[src/rtl/fapd_pkg.sv]
// Shared types, constants and a saturation helper for the four-axis PD controller.
package fapd_pkg;

	localparam int unsigned DATA_W = 32;
	localparam int unsigned WIDE_W = 48;

	typedef logic signed [DATA_W-1:0] q16_t;
	typedef logic signed [WIDE_W-1:0] wide_t;

	typedef enum logic [2:0] {
		REG_YAW_P     = 3'd0,
		REG_YAW_D     = 3'd1,
		REG_LAT_P     = 3'd2,
		REG_LAT_D     = 3'd3,
		REG_FWD_P     = 3'd4,
		REG_FWD_D     = 3'd5,
		REG_FWD_BIAS  = 3'd6
	} fapd_reg_t;

	typedef struct packed {
		logic en1;
		logic en2;
		logic en3;
		logic en4;
	} fapd_adv_t;

	localparam q16_t FWD_GAIN_P_RST = 32'sd2621;
	localparam q16_t FWD_GAIN_D_RST = 32'sd6554;

	localparam wide_t HEIGHT_KP = 48'sd5;
	localparam wide_t HEIGHT_KD = 48'sd30;

	// ceil(2^35 / 10): exact quotient by ten for any 32-bit magnitude
	localparam logic [31:0] RECIP10    = 32'hCCCCCCCD;
	localparam int unsigned RECIP10_SH = 35;
	localparam int unsigned QUOT_W     = 28;

	localparam logic [17:0] VERT_LIM = 18'd131072;
	localparam q16_t        YAW_LIM  = 32'sd1310720;
	localparam q16_t        LAT_LIM  = 32'sd52429;
	localparam q16_t        FWD_LIM  = 32'sd19661;

	localparam q16_t S32_MAX = 32'sh7FFFFFFF;
	localparam q16_t S32_MIN = 32'sh80000000;

	function automatic q16_t sat48(input wide_t v);
		q16_t r;
		if (v[WIDE_W-1:DATA_W-1] == {(WIDE_W-DATA_W+1){v[DATA_W-1]}}) begin
			r = v[DATA_W-1:0];
		end else if (v[WIDE_W-1]) begin
			r = S32_MIN;
		end else begin
			r = S32_MAX;
		end
		return r;
	endfunction

endpackage

[src/rtl/fapd_merge.sv]
// Output stage: per-channel clamps, forward bias and the result register.
module fapd_merge import fapd_pkg::*; (
	input  logic               clk,
	input  fapd_adv_t          adv,
	input  logic [QUOT_W-1:0]  quot_s3,
	input  logic               neg_s3,
	input  q16_t               yaw_s3,
	input  q16_t               lat_s3,
	input  q16_t               fwd_s3,
	input  q16_t               forward_bias,
	output logic signed [18:0] vertical_rate_s4,
	output logic signed [21:0] yaw_rate_s4,
	output logic signed [16:0] lateral_speed_s4,
	output q16_t               forward_speed_s4
);

	logic [17:0]        vmag;
	logic signed [18:0] vert;
	logic signed [21:0] yaw;
	logic signed [16:0] lat;
	q16_t               fwd;

	always_comb begin
		vmag = (quot_s3 >= QUOT_W'(VERT_LIM)) ? VERT_LIM : quot_s3[17:0];
		vert = neg_s3 ? (19'sd0 - signed'({1'b0, vmag})) : signed'({1'b0, vmag});

		if (yaw_s3 > YAW_LIM) begin
			yaw = YAW_LIM[21:0];
		end else if (yaw_s3 < -YAW_LIM) begin
			yaw = 22'(-YAW_LIM);
		end else begin
			yaw = yaw_s3[21:0];
		end

		if (lat_s3 > LAT_LIM) begin
			lat = LAT_LIM[16:0];
		end else if (lat_s3 < -LAT_LIM) begin
			lat = 17'(-LAT_LIM);
		end else begin
			lat = lat_s3[16:0];
		end

		if (fwd_s3 > FWD_LIM) begin
			fwd = FWD_LIM;
		end else if (fwd_s3 < -FWD_LIM) begin
			fwd = -FWD_LIM;
		end else begin
			fwd = sat48(WIDE_W'(fwd_s3) + WIDE_W'(forward_bias));
		end
	end

	always_ff @(posedge clk) begin
		if (adv.en4) begin
			vertical_rate_s4 <= vert;
			yaw_rate_s4      <= yaw;
			lateral_speed_s4 <= lat;
			forward_speed_s4 <= fwd;
		end
	end

endmodule

[config.mk]
export PLATFORM = sky130hd
export DESIGN_NAME = fapd_merge
export DESIGN_NICKNAME = d
export VERILOG_FILES = /design/src/rtl/fapd_pkg.sv /design/src/rtl/fapd_merge.sv
export SDC_FILE = /design/constraint.sdc
export NUM_CORES = 1
export LEC_CHECK = 0
export BUFFER_PORTS_ARGS = -buffer_cell sky130_fd_sc_hd__buf_2
export CAP_MARGIN = 0
export CORE_ASPECT_RATIO = 0.5
export CORE_MARGIN = 1.5
export CORE_UTILIZATION = 45
export CTS_CLUSTER_DIAMETER = 150
export DETAILED_ROUTE_END_ITERATION = 10
export PLACE_DENSITY = 0.82
export SYNTH_ARGS = -nofsm -noshare
export SYNTH_HDL_FRONTEND = slang
export SYNTH_SLANG_ARGS = --single-unit
[constraint.sdc]
create_clock -name clk -period 3.35 [get_ports clk]
set_input_delay 0.8375 -clock clk [delete_from_list [all_inputs] [get_ports clk]]
set_output_delay 0.8375 -clock clk [all_outputs]
set_load 0.02 [all_outputs]
==> metrics.md, run 1 <==
| Metric | Value |
|---|---|
| Hold_sp | `yaw_s3[31]` |
| Arrival time of the worst setup path | `3.34 ns` |
| Static leakage | `3.77 nW` |
| Hold Path Class | `primary input to flip-flop` |
| Number of inserted diodes | `0` |
| Status | `finished, final reports clean` |
| Vias per cell | `5.63` |
| Hold depth | `1` |
| Layer with the highest usage | `met2` |
| Setup Viol. Count Final | `0` |
| Routed length per instance | `16.4 microns` |
| Crit. End Element | `flip-flop` |
| Num CTS Buffers | `9` |
| Max Root-Sink Buffers | `2` |
| Ys Warns | `0` |
| Die Y | `85.8 microns` |
| Synth unique cells | `70` |
| Peak supply drop | `227 uV` |
| Critical path type | `primary input to flip-flop` |
| GR Util met3 | `0.0314` |
| Port bufs | `248` |
| Antenna Nets Post-Route | `0` |
| Post-place setup slack | `-0.336 ns` |
| Ys flop type | `edfxtp_1` |
| Layout cell share with drive strength beyond 1 | `0.408` |
| Core ar. | `13000 sq um` |
| Startpoint types | `primary input` |
| Global-route wire length before repair | `29000 microns` |
| Htree depth | `3` |
| Crit path max fanout | `5` |
| DPL Wire Length | `15200 microns` |
| Area leader, netlist | `edfxtp_1` |
| Die X-Extent | `169 microns` |
| Syn Nets | `816` |
| Synth top area share | `0.438` |
| Total Power | `0.00341 W` |
| Syn-to-layout area delta | `39.2%` |
| CTS tree | `built` |
| Final Hold Vio Count | `0` |
| PwrDens | `398 nW/um^2` |
| Nets | `1151` |
| Tmin final | `3.26 ns` |
| CTS root buffer | `clkbuf_16` |
| Die Area | `14500 sq um` |
| Area of the mapped netlist | `6170 sq um` |
| Register area share after synthesis | `0.438` |
| Fmax | `307 MHz` |
| Initial Utilization | `0.474` |
| Most common cell in the netlist | `edfxtp_1` |
| Worst Path Required | `3.43 ns` |
| Mean post-synth cell area | `9.95 sq um` |
| Headroom to the max-slew limit | `0.597` |
| #FFs+latches synth | `90` |
| Final wirelength | `18500 microns` |
| Worst-margin pin slew | `0.605 ns` |
| Commonest cells in the netlist | `90 x edfxtp_1, 55 x a21oi_1, 47 x nor2_1, 42 x nand2_1, 33 x ha_1` |
| # DRC | `0` |
| DR iter-0 viols | `487` |
| Top post-synthesis cells by area | `edfxtp_1 44%, ha_1 6.7%, a21oi_1 4.5%` |
| Final Worst Setup Slack | `0.0897 ns` |
| Initial antenna violation count | `0` |
| Vias in the first global route | `6024` |
| Routed vias | `6359` |
| GRT Total Usage | `0.250` |
| Grt met2 use | `0.452` |
| Rows | `29` |
| Min-Delay Endpoint | `yaw_rate_s4[21]` |
| Final worst path period share | `0.973` |
| RSZ-0062 raised after global routing | `false` |
| Clock slew at reported path FFs | `0.06 ns` |
| Max-cap violations | `0` |
| EDFF count, synth | `90` |
| M1 GR Usage | `0.317` |
| Largest net degree at the start of global routing | `48` |
| I/O Pins | `252` |
| Clk sinks | `90` |
| Max Slew Vio Count | `0` |
| GP Congestion | `0.931` |
| Total grt overflow | `0` |
| Mapped Cells | `620` |
| Pre-Repair DR Iteration Count | `5` |
| Async SR Flop Fraction | `0` |
logic make-up after synthesis:
kind of cell / synth area share
flip-flops: 0.438
buffers and inverters: 0.0272
AND/OR/NAND/NOR: 0.193
multiplexers: 0.00162
adder cells (fa/ha/maj): 0.0702
XOR/XNOR: 0.0511
AO/OA/AOI/OAI: 0.219
repair_timing:
| action | in CTS | in global routing |
|---|---|---|
| setup buffers | 0 | 1 |
| hold buffers | 0 | 0 |
| setup endpoints to repair | 0 | 28 |
| resized for setup | 0 | 7 |
flip-flops by register name, summed over array words and instances, names as in the netlist:
name,cells
vertical_rate_s4,19
forward_speed_s4,32
lateral_speed_s4,17
yaw_rate_s4,22
stage by stage:
step,util,hold WS (ns),instances,cell area [sq um],TNS (ns)
final,0.659,0.732,1129,8590,0
after global routing,0.659,0.710,1129,8590,0
after CTS,0.656,0.711,1128,8550,0
after detailed placement,0.637,1.06,1113,8300,-6.46
after global placement,0.637,1.04,1113,8300,-3.05
after floorplan,-,0.950,620,6180,0
cell type report:
type	instances	area, sq um
fillers	1087	4440
well taps	170	213
repair buffers	350	2030
clock buffers	9	225
clock inverters	6	25.0
flip-flops and latches	90	2700
inverters	14	52.6
multi-input cells	490	3340
placed cells by master (no fill, tap or decap), types with 10 or more instances in the layout:
cell type  synthesis  layout
a31oi_1           11      10
ha_1              33      33
buf_4              2     101
nor2_1            47      47
nand2_1           42      42
and2_1            20      20
a21oi_1           55      54
o21ai_0           23      23
a21o_1            19      18
inv_1             14      14
nand4_1           19      19
nor4_1            17      17
xor2_1            17      17
o21a_1            13      13
nand3_1           31      31
xnor2_1           19      19
buf_2              8     247
edfxtp_1          90      90
layer usage:
metal,wire length (microns),vias to the layer above
met5,0,-
met4,433,0
met3,1120,38
met2,9070,296
met1,7910,2949
li1,-,3076
how the worst max path moves through the flow:
stage               depth (start not counted)  startpoint  slack [ns]              endpoint
global placement                           13   fwd_s3[0]       -0.21   forward_speed_s4[0]
CTS                                        13   fwd_s3[0]      0.0004   forward_speed_s4[0]
detailed placement                         13   fwd_s3[0]       -0.34   forward_speed_s4[0]
global route                               13   fwd_s3[0]       0.004   forward_speed_s4[1]
finish                                     13   fwd_s3[0]        0.09   forward_speed_s4[0]
floorplan                                  11  fwd_s3[29]        0.02  forward_speed_s4[10]
power breakdown:
group	internal, W	switching [W]	leakage, nW
logic	0.000502	0.000665	2.78
clock network	0.000485	0.000380	0.125
registers	0.00136	0.0000235	0.871
total	0.00234	0.00107	3.77
worst max-delay path: stages:
cell and delay (ns):
buf_2 0.09, ha_1 0.16, inv_1 0.06, fa_2 0.35, nor2b_2 0.16, o2111ai_2 0.15
a211oi_2 0.30, a211o_1 0.20, a21o_1 0.18, nand2_1 0.11, a21o_4 0.27, nor2b_1 0.13
a221o_1 0.33
(Power assumes the default switching activity.)
==> inputs of run 2 (changes only) <==
--- a/config.mk
+++ b/config.mk
@@ -10,9 +10,10 @@
 export CORE_ASPECT_RATIO = 0.5
 export CORE_MARGIN = 1.5
 export CORE_UTILIZATION = 45
+export CTS_BUF_LIST = sky130_fd_sc_hd__clkbuf_16
 export CTS_CLUSTER_DIAMETER = 150
 export DETAILED_ROUTE_END_ITERATION = 10
-export PLACE_DENSITY = 0.82
+export PLACE_DENSITY_LB_ADDON = 0.25
 export SYNTH_ARGS = -nofsm -noshare
 export SYNTH_HDL_FRONTEND = slang
 export SYNTH_SLANG_ARGS = --single-unit
==> run 2 against run 1 <==
Against the previous run: combinational power about the same; sequential power barely moved; routed wire length is 2.8% lower; critical path depth did not move; maximum frequency hardly changed; flip-flop and latch count unchanged; final cell count up 0.27%; count of clock-buffer cells in the layout is the same; clock power grew 5.3%; global-route usage is 0.56 points lower; sequential share of layout area decreased by 0.096 points; via count fell by 2.3%.
==> metrics.md, run 2 (synthesis results as in run 1) <==
| Metric | Value |
|---|---|
| Status | `finished, final reports clean (unchanged)` |
| Clk pwr share | `0.264 (was 0.253)` |
| Crit-path max cell delay | `0.40 ns (was 0.35 ns)` |
| Port bufs | `248 (unchanged)` |
| Initial Utilization | `0.474 (unchanged)` |
| Hold Path Class | `primary input to flip-flop (unchanged)` |
| Final Worst Setup Slack | `0.0868 ns (was 0.0897 ns)` |
| DPL Wire Length | `14800 microns (was 15200 microns)` |
| CTS tree | `built (unchanged)` |
| Static leakage | `3.79 nW (was 3.77 nW)` |
| TNS Setup | `0 ns (unchanged)` |
| Core ar. | `13000 sq um (unchanged)` |
| Startpoint types | `primary input (unchanged)` |
| Internal power | `0.00236 W (was 0.00234 W)` |
| Num CTS Buffers | `9 (unchanged)` |
| Global-route wire length before repair | `28400 microns (was 29000 microns)` |
| Crit path max fanout | `5 (unchanged)` |
| Nets | `1153 (was 1151)` |
| Max-cap violations | `0 (unchanged)` |
| Max reg flops | `32 (unchanged)` |
| Final worst path period share | `0.974 (was 0.973)` |
| Critical path type | `primary input to flip-flop (unchanged)` |
| Rows | `29 (unchanged)` |
| Htree depth | `3 (unchanged)` |
| Die Y | `85.8 microns (unchanged)` |
| # DRC | `0 (unchanged)` |
| GRT Total Usage | `0.245 (was 0.250)` |
| Worst-path cell chain | `buf_2, ha_1, inv_1, fa_1, nor2b_2, o2111ai_2, a211oi_2, a211o_1, a21o_1, nand2_1, a21o_4, nor2b_1, a221o_1 (was buf_2, ha_1, inv_1, fa_2, nor2b_2, o2111ai_2, a211oi_2, a211o_1, a21o_1, nand2_1, a21o_4, nor2b_1, a221o_1)` |
| Commonest non-fill, non-tap cells in the layout | `247 x buf_2, 104 x buf_4, 90 x edfxtp_1, 55 x a21oi_1, 47 x nor2_1 (was 247 x buf_2, 101 x buf_4, 90 x edfxtp_1, 54 x a21oi_1, 47 x nor2_1)` |
| Net Switching | `0.00109 W (was 0.00107 W)` |
| Max Slew Vio Count | `0 (unchanged)` |
| Largest Register | `forward_speed_s4 (unchanged)` |
| Worst Path Required | `3.42 ns (was 3.43 ns)` |
| Vias per cell | `5.49 (was 5.63)` |
| Biggest regs | `forward_speed_s4: 32 flops, yaw_rate_s4: 22 flops, vertical_rate_s4: 19 flops (unchanged)` |
| Max Root-Sink Buffers | `2 (unchanged)` |
| Antenna Nets Post-Route | `0 (unchanged)` |
| Largest net degree at the start of global routing | `47 (was 48)` |
| Die Area | `14500 sq um (unchanged)` |
| Post-place setup slack | `-0.267 ns (was -0.336 ns)` |
| Switching Fraction | `0.315 (was 0.313)` |
| Number of inserted diodes | `0 (unchanged)` |
| Syn-to-layout area delta | `39.6% (was 39.2%)` |
| Die X-Extent | `169 microns (unchanged)` |
| Arrival time of the worst setup path | `3.34 ns (about the same)` |
| Initial antenna violation count | `0 (unchanged)` |
| Pre-Repair DR Iteration Count | `5 (unchanged)` |
| Setup Viol. Count Final | `0 (unchanged)` |
| Clk sinks | `90 (unchanged)` |
| Routed vias | `6213 (was 6359)` |
| Layout fillers | `1069 (was 1087)` |
| Routed length per instance | `15.9 microns (was 16.4 microns)` |
| Seq pwr share | `0.400 (was 0.405)` |
| Vias in the first global route | `5852 (was 6024)` |
| Headroom to the max-slew limit | `0.624 (was 0.597)` |
| I/O Pins | `252 (unchanged)` |
| Worst path slowest cell | `fa_1 (was fa_2)` |
| Crit. End Element | `flip-flop (unchanged)` |
| Peak supply drop | `224 uV (was 227 uV)` |
| Final wirelength | `18000 microns (was 18500 microns)` |
| PwrDens | `400 nW/um^2 (was 398 nW/um^2)` |
| RSZ-0062 raised after global routing | `true (was false)` |
| GP Congestion | `0.906 (was 0.931)` |
| DR iter-0 viols | `320 (was 487)` |
| Comb power frac | `0.336 (was 0.342)` |
| Layout cell share with drive strength beyond 1 | `0.410 (was 0.408)` |
| Total grt overflow | `0 (unchanged)` |
| Hold_ws | `0.723 ns (was 0.732 ns)` |
| Final Hold Vio Count | `0 (unchanged)` |
| Total Power | `0.00345 W (was 0.00341 W)` |
| Fmax | `306 MHz (was 307 MHz)` |
| Worst-margin pin slew | `0.564 ns (was 0.605 ns)` |
| Tmin final | `3.26 ns (about the same)` |
| CTS root buffer | `clkbuf_16 (unchanged)` |
| Most common cell after layout, fill and taps aside | `buf_2 (unchanged)` |
| Clock slew at reported path FFs | `0.06 ns (about the same)` |
## run 2: cell count changes in the layout (fill, tap and decap cells not counted), sizes merged
cell      previous run  this run
buf                350       352
clkinv               6         4
clkinvlp             0         1
inv                 14        16
## run 2: layer usage
| layer | up-vias | track usage | wire (microns) |
|---|---|---|---|
| met5 | - | 0 | 0 |
| met4 | 0 | 0.0593 | 184 |
| met3 | 15 | 0.0369 | 1100 |
| met2 | 217 | 0.433 | 8800 |
| met1 | 2893 | 0.320 | 7930 |
| li1 | 3088 | - | - |
## run 2: through the flow
step | instances | utilization | area (sq um)
6_report | 1132 | 0.661 | 8610
5_1_grt | 1132 | 0.661 | 8610
4_1_cts | 1132 | 0.660 | 8590
3_5_place_dp | 1116 | 0.639 | 8320
3_3_place_gp | 1116 | 0.639 | 8320
2_1_floorplan | 620 | - | 6180
## run 2: path summary, 6_finish.rpt
check	startpoint	to	slack [ns]	depth (start not counted)
hold / removal	yaw_s3[31]	yaw_rate_s4[21]	0.72	1
setup / recovery	fwd_s3[0]	forward_speed_s4[0]	0.09	13
## run 2: what timing repair did
action	in CTS	in global routing
buffers inserted	0	0
resized for setup	0	4
endpoints found under the setup margin	0	24
hold buffers	0	0
## run 2: critical path: cells and delay by family
family,cells,cell delay (ns)
AND/OR/NAND/NOR,3,0.40
AO/OA/AOI/OAI,6,1.40
adder cells (fa/ha/maj),2,0.56
buffers and inverters,2,0.15
## run 2: area by class of cell
class                   instances  area (sq um)  area share
clock buffers                   9           225      0.0261
clock inverters                 7          46.3     0.00537
inverters                      14          52.6     0.00610
multi-input cells             490          3340       0.387
flip-flops and latches         90          2700       0.314
well taps                     170           213      0.0247
repair buffers                352          2040       0.236
## run 2: power groups by stage
stage / combinational, W / sequential (W) / clock [W]
2_1_floorplan: 0.000500 / 0.00154 / 0
3_3_place_gp: 0.00112 / 0.00140 / 0
3_5_place_dp: 0.00114 / 0.00141 / 0
4_1_cts: 0.00115 / 0.00138 / 0.000937
5_1_grt: 0.00126 / 0.00139 / 0.000975
6_report: 0.00116 / 0.00138 / 0.000911
